## config.mk

```make
export PLATFORM = sky130hd
export DESIGN_NAME = glob_wildcard_matcher_top_flat
export DESIGN_NICKNAME = d
export VERILOG_FILES = /design/src/hdl/gwm_pkg.sv /design/src/hdl/gwm_if.sv /design/src/hdl/gwm_front.sv /design/src/hdl/gwm_queue.sv /design/src/hdl/gwm_back.sv /design/src/hdl/glob_wildcard_matcher_top.sv /design/src/flat_wrapper.sv
export SDC_FILE = /design/constraint.sdc
export NUM_CORES = 1
export LEC_CHECK = 0
export BUFFER_PORTS_ARGS = -buffer_cell sky130_fd_sc_hd__buf_2
export CELL_PAD_IN_SITES_DETAIL_PLACEMENT = 1
export CELL_PAD_IN_SITES_GLOBAL_PLACEMENT = 1
export CORE_MARGIN = 2
export CORE_UTILIZATION = 56
export DETAILED_ROUTE_END_ITERATION = 7
export PLACE_DENSITY_LB_ADDON = 0.15
export REMOVE_ABC_BUFFERS = 1
export SLEW_MARGIN = 20
export SYNTH_ARGS = -nofsm -noshare
export SYNTH_HDL_FRONTEND = slang
export SYNTH_HIERARCHICAL = 1
export SYNTH_SLANG_ARGS = --single-unit
export TNS_END_PERCENT = 5
```

## constraint.sdc

```tcl
create_clock -name clk -period 7.9 [get_ports clk]
set_input_delay 0 -clock clk [delete_from_list [all_inputs] [get_ports clk]]
set_output_delay 0 -clock clk [all_outputs]
set_load 0.02 [all_outputs]
```

## src/hdl/gwm_pkg.sv

```systemverilog
`timescale 1ns / 1ps
`default_nettype none

package gwm_pkg;

  // Pattern store capacity used as the top-level default
  localparam int MAX_PATTERN_DEF = 32;

  // Pattern bytes with a wildcard meaning
  localparam logic [7:0] CH_STAR     = 8'd42;
  localparam logic [7:0] CH_QUESTION = 8'd63;

  // Command queue between front and back
  localparam int QUEUE_DEPTH = 2;
  localparam int QPTR_W      = (QUEUE_DEPTH > 1) ? $clog2(QUEUE_DEPTH) : 1;
  localparam int QCNT_W      = $clog2(QUEUE_DEPTH + 1);

  typedef enum logic [1:0] {
    OP_CLEAR  = 2'd0,
    OP_APPEND = 2'd1,
    OP_TEXT   = 2'd2,
    OP_END    = 2'd3
  } op_t;

  typedef struct packed {
    op_t        op;
    logic [7:0] ch;
  } cmd_t;

  typedef struct packed {
    logic              full;
    logic              empty;
    logic [QCNT_W-1:0] level;
  } q_stat_t;

endpackage

`default_nettype wire

```

## src/hdl/gwm_if.sv

```systemverilog
`timescale 1ns / 1ps
`default_nettype none

interface gwm_item_if;
  logic       valid;
  logic       ready;
  logic [1:0] opcode;
  logic [7:0] char_code;

  modport source (output valid, output opcode, output char_code, input ready);
  modport sink   (input valid, input opcode, input char_code, output ready);
endinterface

interface gwm_result_if;
  logic valid;
  logic ready;
  logic matched;
  logic pattern_overflow;

  modport source (output valid, output matched, output pattern_overflow, input ready);
  modport sink   (input valid, input matched, input pattern_overflow, output ready);
endinterface

`default_nettype wire

```

## src/hdl/gwm_front.sv

```systemverilog
`timescale 1ns / 1ps
`default_nettype none

module gwm_front
  import gwm_pkg::*;
(
  gwm_item_if.sink item,
  input  q_stat_t  q_stat,
  output logic     push,
  output cmd_t     cmd
);

  assign item.ready = !q_stat.full;
  assign push       = item.valid && !q_stat.full;

  // Opcode decode into a queue command
  always_comb begin
    cmd.ch = item.char_code;
    unique case (item.opcode)
      OP_CLEAR:  cmd.op = OP_CLEAR;
      OP_APPEND: cmd.op = OP_APPEND;
      OP_TEXT:   cmd.op = OP_TEXT;
      default:   cmd.op = OP_END;
    endcase
  end

endmodule

`default_nettype wire

```

## src/hdl/gwm_queue.sv

```systemverilog
`timescale 1ns / 1ps
`default_nettype none

module gwm_queue
  import gwm_pkg::*;
(
  input  logic    clk,
  input  logic    rst,
  input  logic    push,
  input  cmd_t    cmd_in,
  input  logic    pop,
  output logic    q_valid,
  output cmd_t    cmd_out,
  output q_stat_t q_stat
);

  cmd_t              slots [QUEUE_DEPTH];
  logic [QPTR_W-1:0] wptr;
  logic [QPTR_W-1:0] rptr;
  logic [QCNT_W-1:0] level;

  assign q_valid      = (level != '0);
  assign cmd_out      = slots[rptr];
  assign q_stat.level = level;
  assign q_stat.empty = (level == '0);
  assign q_stat.full  = (level == QCNT_W'(QUEUE_DEPTH));

  always_ff @(posedge clk) begin
    if (push) begin
      slots[wptr] <= cmd_in;
    end
  end

  always_ff @(posedge clk) begin
    if (rst) begin
      wptr  <= '0;
      rptr  <= '0;
      level <= '0;
    end else begin
      if (push) begin
        wptr <= (wptr == QPTR_W'(QUEUE_DEPTH - 1)) ? '0 : wptr + 1'b1;
      end
      if (pop) begin
        rptr <= (rptr == QPTR_W'(QUEUE_DEPTH - 1)) ? '0 : rptr + 1'b1;
      end
      case ({push, pop})
        2'b10:   level <= level + 1'b1;
        2'b01:   level <= level - 1'b1;
        default: level <= level;
      endcase
    end
  end

endmodule

`default_nettype wire

```

## src/hdl/gwm_back.sv

```systemverilog
`timescale 1ns / 1ps
`default_nettype none

module gwm_back
  import gwm_pkg::*;
#(
  parameter int MAX_PATTERN = MAX_PATTERN_DEF
) (
  input  logic                             clk,
  input  logic                             rst,
  input  logic                             q_valid,
  input  cmd_t                             q_cmd,
  output logic                             q_pop,
  gwm_result_if.source                     result,
  output logic [$clog2(MAX_PATTERN+1)-1:0] pat_len,
  output logic [MAX_PATTERN:0]             active
);

  localparam int LEN_W = $clog2(MAX_PATTERN + 1);
  localparam int IDX_W = (MAX_PATTERN > 1) ? $clog2(MAX_PATTERN) : 1;
  localparam int W     = MAX_PATTERN + 1;

  logic [7:0]             store [MAX_PATTERN];
  logic                   ovf;
  logic                   out_valid;
  logic                   out_matched;
  logic                   out_ovf;

  logic [MAX_PATTERN-1:0] in_pat;
  logic [MAX_PATTERN-1:0] is_star;
  logic [MAX_PATTERN-1:0] consume;
  logic [W-1:0]           add_a;
  logic [W-1:0]           add_b;
  logic [W-1:0]           add_s;
  logic [W-1:0]           closed;
  logic [W-1:0]           advanced;
  logic                   out_free;

  assign result.valid            = out_valid;
  assign result.matched          = out_matched;
  assign result.pattern_overflow = out_ovf;

  assign out_free = !out_valid || result.ready;
  assign q_pop    = q_valid && ((q_cmd.op != OP_END) || out_free);

  // Per-position classification of the stored pattern
  always_comb begin
    for (int i = 0; i < MAX_PATTERN; i++) begin
      in_pat[i]  = (LEN_W'(i) < pat_len);
      is_star[i] = in_pat[i] && (store[i] == CH_STAR);
      consume[i] = in_pat[i] && (store[i] != CH_STAR)
                   && ((store[i] == CH_QUESTION) || (store[i] == q_cmd.ch));
    end
  end

  // Star closure as a carry chain: generate = active on a star, propagate = star
  assign add_a  = {1'b0, active[MAX_PATTERN-1:0] & is_star};
  assign add_b  = {1'b0, is_star};
  assign add_s  = add_a + add_b;
  assign closed = active | (add_s ^ add_a ^ add_b);

  always_comb begin
    advanced = '0;
    for (int i = 0; i < MAX_PATTERN; i++) begin
      if (closed[i] && is_star[i]) begin
        advanced[i] = 1'b1;
      end
      if (closed[i] && consume[i]) begin
        advanced[i+1] = 1'b1;
      end
    end
  end

  always_ff @(posedge clk) begin
    if (q_pop && (q_cmd.op == OP_APPEND) && (pat_len < LEN_W'(MAX_PATTERN))) begin
      store[pat_len[IDX_W-1:0]] <= q_cmd.ch;
    end
  end

  always_ff @(posedge clk) begin
    if (q_pop && (q_cmd.op == OP_END)) begin
      out_matched <= closed[pat_len];
      out_ovf     <= ovf;
    end
  end

  always_ff @(posedge clk) begin
    if (rst) begin
      pat_len   <= '0;
      ovf       <= 1'b0;
      active    <= W'(1);
      out_valid <= 1'b0;
    end else begin
      // a new result takes precedence over the transfer of the old one
      if (q_pop && (q_cmd.op == OP_END)) begin
        out_valid <= 1'b1;
      end else if (result.ready) begin
        out_valid <= 1'b0;
      end
      if (q_pop) begin
        unique case (q_cmd.op)
          OP_CLEAR: begin
            pat_len <= '0;
            ovf     <= 1'b0;
            active  <= W'(1);
          end
          OP_APPEND: begin
            if (pat_len < LEN_W'(MAX_PATTERN)) begin
              pat_len <= pat_len + 1'b1;
            end else begin
              ovf <= 1'b1;
            end
          end
          OP_TEXT: begin
            active <= advanced;
          end
          OP_END: begin
            active <= W'(1);
          end
          default: begin
            active <= active;
          end
        endcase
      end
    end
  end

endmodule

`default_nettype wire

```

## src/hdl/glob_wildcard_matcher_top.sv

```systemverilog
`timescale 1ns / 1ps
`default_nettype none

// Glob matcher for '*' (any run, empty included) and '?' (exactly one byte).
// Items carry an opcode and a byte: clear pattern, append pattern byte, text
// byte, end of text. Only end of text yields a result transfer, carrying the
// match bit and the sticky overflow flag (set when an append finds the store
// at MAX_PATTERN bytes; the byte is dropped). A '*' in the pattern is always a
// wildcard, whatever the text byte. End of text resets the active positions,
// the pattern stays until the next clear. Throughput is one item per cycle in
// any opcode mix while the receiver takes each result; an end-of-text item
// passes through the command queue and then the output register. The front
// decodes and writes a two-entry command queue; the back pops one command per
// cycle and updates the whole active-position vector at once, the star
// closure being one MAX_PATTERN+1 bit carry chain. The back stalls only when
// an end-of-text command meets a result still held in the output register.

module glob_wildcard_matcher_top
  import gwm_pkg::*;
#(
  parameter int MAX_PATTERN = MAX_PATTERN_DEF
) (
  input  wire logic    clk,
  input  wire logic    rst,
  gwm_item_if.sink     item,
  gwm_result_if.source result
);

  localparam int LEN_W = $clog2(MAX_PATTERN + 1);

  // front to queue
  logic    push;
  cmd_t    push_cmd;
  q_stat_t q_stat;

  // queue to back
  logic    q_valid;
  cmd_t    q_cmd;
  logic    q_pop;

  // back state, watched by the checks below
  logic [LEN_W-1:0]     pat_len;
  logic [MAX_PATTERN:0] active;

  gwm_front u_front (
    .item   (item),
    .q_stat (q_stat),
    .push   (push),
    .cmd    (push_cmd)
  );

  gwm_queue u_queue (
    .clk     (clk),
    .rst     (rst),
    .push    (push),
    .cmd_in  (push_cmd),
    .pop     (q_pop),
    .q_valid (q_valid),
    .cmd_out (q_cmd),
    .q_stat  (q_stat)
  );

  gwm_back #(
    .MAX_PATTERN (MAX_PATTERN)
  ) u_back (
    .clk     (clk),
    .rst     (rst),
    .q_valid (q_valid),
    .q_cmd   (q_cmd),
    .q_pop   (q_pop),
    .result  (result),
    .pat_len (pat_len),
    .active  (active)
  );

  // Queue never holds more than its depth
  a_queue_level : assert property (@(posedge clk) disable iff (rst)
    q_stat.level <= QCNT_W'(QUEUE_DEPTH))
    else $error("command queue over depth");

  // Pattern length stays within capacity
  a_len_cap : assert property (@(posedge clk) disable iff (rst)
    pat_len <= LEN_W'(MAX_PATTERN))
    else $error("pattern length beyond capacity");

  // No active position beyond the end of the pattern
  a_active_range : assert property (@(posedge clk) disable iff (rst)
    (active >> pat_len) <= (MAX_PATTERN + 1)'(1))
    else $error("active position beyond pattern end");

  // A result only appears after a command was waiting in the queue
  a_result_source : assert property (@(posedge clk) disable iff (rst)
    $rose(result.valid) |-> $past(q_valid))
    else $error("result without queued command");

endmodule

`default_nettype wire

```

## src/flat_wrapper.sv

```systemverilog
// flat-port wrapper written by rule: the top's interface ports become plain ports
module glob_wildcard_matcher_top_flat import gwm_pkg::*;
#(
  parameter int MAX_PATTERN = MAX_PATTERN_DEF
)
  (clk, rst, item_valid, item_opcode, item_char_code, item_ready, result_valid, result_matched, result_pattern_overflow, result_ready);
  gwm_item_if item_i ();
  gwm_result_if result_i ();
  input  wire logic clk;
  input  wire logic rst;
  input wire logic [$bits(item_i.valid)-1:0] item_valid;
  input wire logic [$bits(item_i.opcode)-1:0] item_opcode;
  input wire logic [$bits(item_i.char_code)-1:0] item_char_code;
  output wire logic [$bits(item_i.ready)-1:0] item_ready;
  output wire logic [$bits(result_i.valid)-1:0] result_valid;
  output wire logic [$bits(result_i.matched)-1:0] result_matched;
  output wire logic [$bits(result_i.pattern_overflow)-1:0] result_pattern_overflow;
  input wire logic [$bits(result_i.ready)-1:0] result_ready;
  assign item_i.valid = item_valid;
  assign item_i.opcode = item_opcode;
  assign item_i.char_code = item_char_code;
  assign item_ready = item_i.ready;
  assign result_valid = result_i.valid;
  assign result_matched = result_i.matched;
  assign result_pattern_overflow = result_i.pattern_overflow;
  assign result_i.ready = result_ready;
  glob_wildcard_matcher_top #(.MAX_PATTERN(MAX_PATTERN)) u_core (.clk(clk), .rst(rst), .item(item_i), .result(result_i));
endmodule
```

Word-level counts from Yosys, hierarchy flattened
Memories as Yosys holds them, arrays and structs flattened. A register that Yosys moved wholly into a read port is not among the register bits.
Cells that the tools add are included.
Storage, ports and cells
  register bits: 47
  RAM bits: 276
  input port bits: 14
  output and inout bits: 4
  memories kept: 2
Memory list
  u_core.u_back.store: depth 32, width 8, rd ports 32, clocked after memory_dff 0, write ports 1, RTL line gwm_back.sv:23  | logic [7:0] store [MAX_PATTERN];
  u_core.u_queue.slots: depth 2, width 10, rd ports 1, clocked after memory_dff 1, write ports 1, RTL line gwm_queue.sv:17  | cmd_t slots [QUEUE_DEPTH];
Cells by class
  add/subtract/negate cells: 6
  order comparisons: 34
  equal/unequal tests: 139
  mux-type cells: 83
  bitwise gates (word level): 4
  reduce and logical (&&, ||, !) cells: 212
Operators by type and width (number)
  $eq A8 B6 Y1 const B: 64
  $eq A8 B8 Y1: 32
  $ne A8 B6 Y1 const B: 32
  $logic_and A1 B1 Y1: 165
  $lt A5 B6 Y1 const A: 16
  $mux W1: 76
  $pmux W33 S2: 1
  $xor A33 B32 Y33: 2
  $lt A4 B6 Y1 const A: 8
  $logic_or A1 B1 Y1: 34
  $add A32 B32 Y33: 1
  $or A33 B33 Y33: 1
  $and A32 B32 Y32: 1
  $lt A3 B6 Y1 const A: 4
  $lt A1 B6 Y1 const A: 2
  $lt A2 B6 Y1 const A: 2
  $pmux W6 S2: 1
  $eq A2 B2 Y1 const B: 5
  $reduce_bool A2 Y1: 5
  $lt A6 B7 Y1 const B: 1
  $add A6 B1 Y6 const B: 1
  $bmux W1 S6: 1
  $eq A2 B1 Y1 const B: 3
  $lt A6 B6 Y1 const B: 1
  14 further kinds: 19

Longest topological paths before layout
Gate-level depths: netlist (run 1).
An unclocked memory read counts as a cell.
  word-level depth: 12
  mapped depth: 18

By module
Netlist (run 1), hierarchy kept.
By module, submodules not included
  gwm_back: times used 1, cells each 1662, area each 17332.9 um2, sequential area each 8568.2 um2
  gwm_queue: times used 1, cells each 54, area each 929.6 um2, sequential area each 700.7 um2
  gwm_front: times used 1, cells each 12, area each 77.6 um2, sequential area each 0.0 um2

Worst setup path before layout (run 1)
OpenSTA, ideal clock, no wires.
  path kind: flip-flop to flip-flop
  from: reg u_core.u_back.pat_len[1]
  to: reg u_core.u_back.out_matched (netlist: u_core/u_back/result.matched) (data pin)
  arrival: 3.748 ns
  setup slack: 3.881 ns
  cell stages (with the launch flop): 19
  path through: dfxtp_1 > buf_2 > inv_2 > clkbuf_1 > ha_1 > inv_1 > o21ai_0 > nor4_1 > ha_1 > or3_1 > a31oi_1 > a2111oi_4 > or2_2 > a31o_2 > a41o_1 > a31oi_1 > and4_1 > a311o_1 > nand4_1
On the way
  cells in the longest elaborated chain, start to end: 9
  elaborated cells between the ends (all ways): 71
  classes of those cells: add/sub: 1; order compare: 32; mux: 2; bitwise: 4; reduce/logical: 32
Ends and longest elaborated chain
  start, declared: RTL line gwm_back.sv:15  | output logic [$clog2(MAX_PATTERN+1)-1:0] pat_len,
  start signal, assigned: RTL line gwm_back.sv:109  | pat_len <= pat_len + 1'b1;
  $lt A1 B6 Y1 (tied with other cells): RTL line gwm_back.sv:49  | in_pat[i] = (LEN_W'(i) < pat_len);
  $logic_and A1 B1 Y1: RTL line gwm_back.sv:50  | is_star[i] = in_pat[i] && (store[i] == CH_STAR);
  $and A32 B32 Y32: RTL line gwm_back.sv:57  | assign add_a = {1'b0, active[MAX_PATTERN-1:0] & is_star};
  $add A32 B32 Y33: RTL line gwm_back.sv:59  | assign add_s = add_a + add_b;
  $xor A33 B32 Y33 (2 in series): RTL line gwm_back.sv:60  | assign closed = active | (add_s ^ add_a ^ add_b);
  $or A33 B33 Y33: RTL line gwm_back.sv:60
  $bmux W1 S6 *: RTL line gwm_back.sv:82  | out_matched <= closed[pat_len];
  $mux W1 (implied by the code) *: RTL line gwm_back.sv:82
  end signal, assigned: RTL line gwm_back.sv:82
  end, declared: RTL line gwm_back.sv:26  | logic out_matched;
Every way passes the cells marked *; elsewhere a longest branch is shown, timed or not. The select of a mux whose other input is x is not followed.
A chain may end at the register's enable or synchronous reset.

Worst setup path after layout (run 1)
  from: reg u_core.u_back.pat_len[0]
  to: reg u_core.u_back.out_matched (netlist: u_core/u_back/result.matched) (data pin)
Same word-level chain as after synthesis.

==> results of run 1 <==
power groups by stage:
stage                     clock network [mW]  logic (mW)  registers, mW
final                                   1.67        1.11           2.06
after global routing                    1.75        1.20           2.07
after CTS                               1.69        1.11           2.06
after detailed placement                   0        1.09           2.10
after global placement                     0        1.04           2.09
after floorplan                            0       0.709           2.09
cells in the final DEF, fill, tap and decap left out, drive strengths merged, types with 11 or more instances in the layout:
master and count:
edfxtp 278, nor2 175, xnor2 165, nand2 104
xor2 99, a21oi 66, nand4 63, nor3 58
nor4 56, o21ai 48, dfxtp 46, clkbuf 46
nand3 44, buf 39, inv 35, a22oi 27
or3 25, a31oi 19, clkinv 18, nor4b 17
nand2b 15, a21o 15, a211oi 14, o22ai 14
or4 13, or2 13, and3 12, dlygate4sd3 11
and2 11, o21bai 11, o31ai 11
how the worst max path moves through the flow:
| stage | from | to | slack (ns) | cells after the start |
|---|---|---|---|---|
| CTS | u_core/u_back/pat_len[0] | u_core/u_back/result.matched | 3.24 | 16 |
| global route | u_core/u_back/pat_len[0] | u_core/u_back/result.matched | 2.88 | 16 |
| global placement | u_core/u_back/pat_len[0] | u_core/u_back/result.matched | 3.49 | 16 |
| finish | u_core/u_back/pat_len[0] | u_core/u_back/result.matched | 3.05 | 16 |
| detailed placement | u_core/u_back/pat_len[0] | u_core/u_back/result.matched | 3.28 | 16 |
| floorplan | u_core/u_back/pat_len[5] | u_core/u_back/result.matched | 3.91 | 14 |
cell type report:
class	instances	area [um2]	area share
repair buffers	50	360	0.0180
multi-input cells	1275	8580	0.427
clock buffers	46	990	0.0493
clock inverters	22	190	0.00948
well taps	442	553	0.0276
inverters	35	131	0.00655
flip-flops and latches	324	9270	0.462
sequential cells by signal, summed over array words and instances, names as in the netlist, 2 cells and up, named ones only:
name	flops
u_core/u_back/active	33
u_core/u_back/pat_len	6
u_core/u_back/store	256
u_core/u_queue/level	2
u_core/u_queue/slots	20
layer usage:
layer	GRT usage	wire, um	vias up
li1	-	-	6519
met1	0.430	23100	7460
met2	0.564	27500	551
met3	0.0403	3050	140
met4	0.134	2110	0
met5	0	0	-
through the flow:
stage | hold WS, ns | cells
global route | 0.0953 | 2194
CTS | 0.0399 | 2194
detailed placement | 0.192 | 2115
global placement | 0.187 | 2115
floorplan | 0.0691 | 1634
finish | 0.0586 | 2194
critical path, stage by stage (launching register included):
cell	delay, ns
dfxtp_1	0.72
inv_1	0.41
ha_1	0.44
inv_1	0.12
o21ai_0	0.17
nor4_1	0.47
ha_1	0.26
or3_1	0.11
a31oi_1	0.06
a2111oi_4	0.48
a21o_4	0.22
a31oi_1	0.20
o211ai_1	0.26
a31oi_1	0.07
and4_1	0.21
a311o_1	0.39
nand4_1	0.11
timing repair:
item,CTS,global route
buffers inserted,0,0
hold buffers,11,0
setup endpoints to repair,0,0
hold endpoints to repair,21,0
==> reports/qor.csv, run 1 <==
stage,metric,value,unit
routing,vias_per_cell,6.69,
pwr,switching_share,0.312,
clock_tree,post_cts_resized,0,
hold_path,worst_hold_path.endpoint,u_core/u_queue/wptr,
pwr,p_clk_frac,0.344,
timing,drv_slew,0,
die,ios,18,
placed_design,hpwl,37700,um
pwr,p_int,3.33,mW
routing,drtAntennaViolNets,0,
clock_tree,worst_skew_pair.late_latency,0.54,ns
global_route,grt_pass1_vias,15400,
synthesis,synth_area_per_cell,10.6,um2
routing,wl_per_cell,25.4,um
finish,final_util,0.620,
placed_design,portBuffers,17,
timing,hold_viol_final,0,
global_route,grt_max_degree,44,
global_route,antenna_found_initial,0,
critical_path,r2r-start,u_core/u_back/pat_len[0],
clock_tree,root_buffer,clkbuf_16,
pwr,peakVddDrop,0.318,mV
pwr,power.static_leakage,6.27,nW
pwr,switching_power,1.51,mW
timing,max_slew_margin,0.269,
placed_design,gp_congestion,0.953,
timing,fmax,0.206,GHz
synthesis,syn_area,0.0183,mm2
die,core,0.0324,mm2
hold_path,hold_path.class,input port to flip-flop,
clock_tree,tritoncts,yes,
critical_path,cp.arrival,5.25,ns
critical_path,required,8.31,ns
finish,fin_area,0.0201,mm2
pwr,sequentialPowerShare,0.426,
clock_tree,clkTransAtPathRegs,0.06,ns
die,die_y,185,um
timing,worst_pin_slew,1.09,ns
die,initial_core_util,0.566,
critical_path,crit_path_start_kind,flip-flop,
routing,vias,14700,
hold_path,hp-start,item_valid,
die,die_x,185,um
clock_tree,cts_buffers,37,
synthesis,yosys_warnings,6,
routing,post-route-drc-count,0,
timing,grt_setup_unrepaired,no,
critical_path,r2r_end,u_core/u_back/result.matched,
global_route,grt_use_total,0.331,
finish,area_growth,9.46,%
finish,drive_above_1_share,0.0890,
finish,final_nets,1747,
timing,finalSetupViolCount,0,
pwr,p_total,4.84,mW
flow_run,drv_cap,0,
synthesis,synth_cells,1727,
global_route,grt_pass1_wl,87800,um
placed_design,postPlaceCellArea,0.0188,mm2
timing,fin_crit,4.85,ns
critical_path,crit_path_max_fanout,16,
pwr,pwr-share-comb,0.230,
timing,worst_slack,3.05,ns
die,dieArea,0.0342,mm2
timing,final.setup.tns,0,ns
critical_path,reg2reg_slack,3.05,ns
routing,firstDrtPassIters,5,
die,num_rows,66,
placed_design,place_ws,3.28,ns
global_route,gr-total-overflow,0,
routing,first_iter_violations,1418,
outcome,status,"complete, no violations",
timing,fin_worst_skew,0.0243,ns
finish,antenna_cells,0,
critical_path,reg2reg_depth,16,
timing,period_share,0.613,
hold_path,hold_depth,4,
pwr,powerDensity,241,mW/mm2
critical_path,critical_path_class,flip-flop to flip-flop,
clock_tree,cts_num_sinks,324,
finish,fill_cells,3397,
critical_path,crit_path_end_kind,flip-flop,
clock_tree,cts_buffer_depth,3,
clock_tree,cts_max_level,2,
routing,drt_wl_total,55700,um
Note: power is estimated with default switching activity, not from simulation.
==> run 2, diff against run 1 <==
CORE_UTILIZATION = 47   (was 56)
clock period = 3.9 ns   (was 7.9 ns; I/O delays follow)
==> run 2 against run 1 <==
Effect of this change:
- first-iteration DRC count is 29% lower
- utilization down 7.3 points
- clock power up 99%
==> reports/qor.csv, run 2 (synthesis gave the netlist of run 1 again) <==
stage,metric,value,unit,change
critical_path,crit_path_start_kind,flip-flop,,unchanged
timing,grt_setup_unrepaired,no,,unchanged
finish,drive_above_1_share,0.144,,was 0.0890
critical_path,crit_path_end_kind,flip-flop,,unchanged
routing,wl_per_cell,23.4,um,was 25.4 um
pwr,peakVddDrop,0.724,mV,was 0.318 mV
timing,final.setup.tns,0,ns,unchanged
timing,finalSetupViolCount,0,,unchanged
global_route,grt_max_degree,49,,was 44
die,core,0.0386,mm2,was 0.0324 mm2
timing,fmax,0.262,GHz,was 0.206 GHz
global_route,grt_pass1_vias,15500,,was 15400
critical_path,critical_path_class,flip-flop to flip-flop,,unchanged
routing,vias_per_cell,6.14,,was 6.69
clock_tree,worst_skew_pair.late_latency,0.58,ns,was 0.54 ns
die,num_rows,72,,was 66
hold_path,hold_path.class,input port to flip-flop,,unchanged
timing,fin_worst_skew,0.0262,ns,was 0.0243 ns
global_route,antenna_found_initial,0,,unchanged
routing,first_iter_violations,1005,,was 1418
placed_design,postPlaceCellArea,0.0197,mm2,was 0.0188 mm2
finish,layout_commonest_cell,edfxtp_1,,unchanged
placed_design,gp_congestion,0.883,,was 0.953
critical_path,reg2reg_depth,16,,unchanged
die,initial_core_util,0.476,,was 0.566
die,ios,18,,unchanged
timing,fin_crit,3.81,ns,was 4.85 ns
finish,fin_area,0.0211,mm2,was 0.0201 mm2
critical_path,required,4.21,ns,was 8.31 ns
timing,hold-worst-slack,0.116,ns,was 0.0586 ns
finish,antenna_cells,0,,unchanged
pwr,p_total,9.83,mW,was 4.84 mW
critical_path,cp.arrival,4.12,ns,was 5.25 ns
global_route,grt_pass1_wl,87700,um,was 87800 um
flow_run,drv_cap,0,,unchanged
timing,worst_pin_slew,1.08,ns,was 1.09 ns
clock_tree,cts_setup_buffers,0,,unchanged
finish,final_cell_mix,"edfxtp_1, nor2_1, xnor2_1",,unchanged
finish,area_growth,15.0,%,was 9.46%
clock_tree,clkTransAtPathRegs,0.06,ns,about the same
timing,drv_slew,0,,unchanged
placed_design,hpwl,38900,um,was 37700 um
clock_tree,root_buffer,clkbuf_16,,unchanged
critical_path,crit_path_max_fanout,7,,was 16
timing,period_share,0.978,,was 0.613
hold_path,hold_depth,2,,was 4
die,die_x,202,um,was 185 um
clock_tree,cts_max_level,2,,unchanged
routing,firstDrtPassIters,7,,was 5
pwr,powerDensity,466,mW/mm2,was 241 mW/mm2
routing,post-route-drc-count,0,,unchanged
clock_tree,cts_buffers,37,,unchanged
die,die_y,202,um,was 185 um
placed_design,portBuffers,17,,unchanged
clock_tree,cts_num_sinks,324,,unchanged
finish,final_nets,1857,,was 1747
clock_tree,cts_buffer_depth,3,,unchanged
timing,max_slew_margin,0.279,,was 0.269
routing,drtAntennaViolNets,0,,unchanged
outcome,status,"complete, no violations",,unchanged
routing,drt_wl_total,55700,um,about the same
global_route,grt_use_total,0.275,,was 0.331
routing,vias,14600,,was 14700
pwr,power.static_leakage,6.84,nW,was 6.27 nW
die,dieArea,0.0406,mm2,was 0.0342 mm2
timing,hold_viol_final,0,,unchanged
clock_tree,tritoncts,yes,,unchanged
finish,largest_reg_flops,256,,unchanged
global_route,gr-total-overflow,0,,unchanged
-- run 2: layout make-up --
type / instances / area, um2
clock buffer: 49 / 991
fill: 4180 / 17500
tap: 518 / 648
clock inverter: 17 / 161
inverter: 35 / 131
timing repair buffer: 160 / 1240
sequential: 324 / 9270
multi-input combinational: 1275 / 8640
-- run 2: timing repair --
action / CTS / global route
pin swaps: 0 / 4
hold endpoints to repair: 22 / 0
endpoints found under the setup margin: 3 / 7
gates resized for setup: 4 / 14
hold buffers: 12 / 0
-- run 2: metrics by stage --
stage | worst slack, ns | utilization | instances
after detailed placement | -0.114 | 0.511 | 2300
after floorplan | -0.0855 | - | 1634
after global placement | -0.123 | 0.511 | 2300
after global routing | 0.000391 | 0.547 | 2378
final | 0.0857 | 0.547 | 2378
after CTS | 0.0154 | 0.545 | 2378
-- run 2: critical path: stages (launching register included) --
cell,delay (ns)
dfxtp_1,0.30
buf_4,0.17
nor4_4,0.43
a2111oi_4,0.14
nand2_1,0.11
nor2_1,0.05
ha_1,0.22
or3_4,0.34
a31oi_4,0.18
a2111oi_4,0.07
o211ai_1,0.27
a21oi_1,0.15
or2_2,0.37
o2111ai_1,0.22
and4_1,0.22
a311o_1,0.21
nand4_1,0.11
-- run 2: per-layer routing --
layer | GRT usage | vias to the layer above | share of wire
met5 | 0.00238 | - | 0
met1 | 0.361 | 7377 | 0.44
li1 | - | 6724 | -
met2 | 0.464 | 392 | 0.49
met4 | 0.101 | 0 | 0.030
met3 | 0.0394 | 111 | 0.046
-- run 2: final timing paths --
| path | from | endpoint | slack, ns |
|---|---|---|---|
| worst max register to register | u_core/u_back/pat_len[5] | u_core/u_back/result.matched | 0.09 |
| worst min register to register | u_core/u_back/ovf | u_core/u_back/result.pattern_overflow | 0.50 |
| worst min-delay path | rst | u_core/u_back/active[24] | 0.12 |
| worst max-delay path | u_core/u_back/pat_len[5] | u_core/u_back/result.matched | 0.09 |
-- run 2: power breakdown --
part	internal, mW	switching (mW)	leakage (nW)	total [mW]
Sequential	4.09	0.0576	2.88	4.15
Clock	1.88	1.45	0.560	3.33
Combinational	0.808	1.54	3.40	2.35
Total	6.78	3.05	6.84	9.83
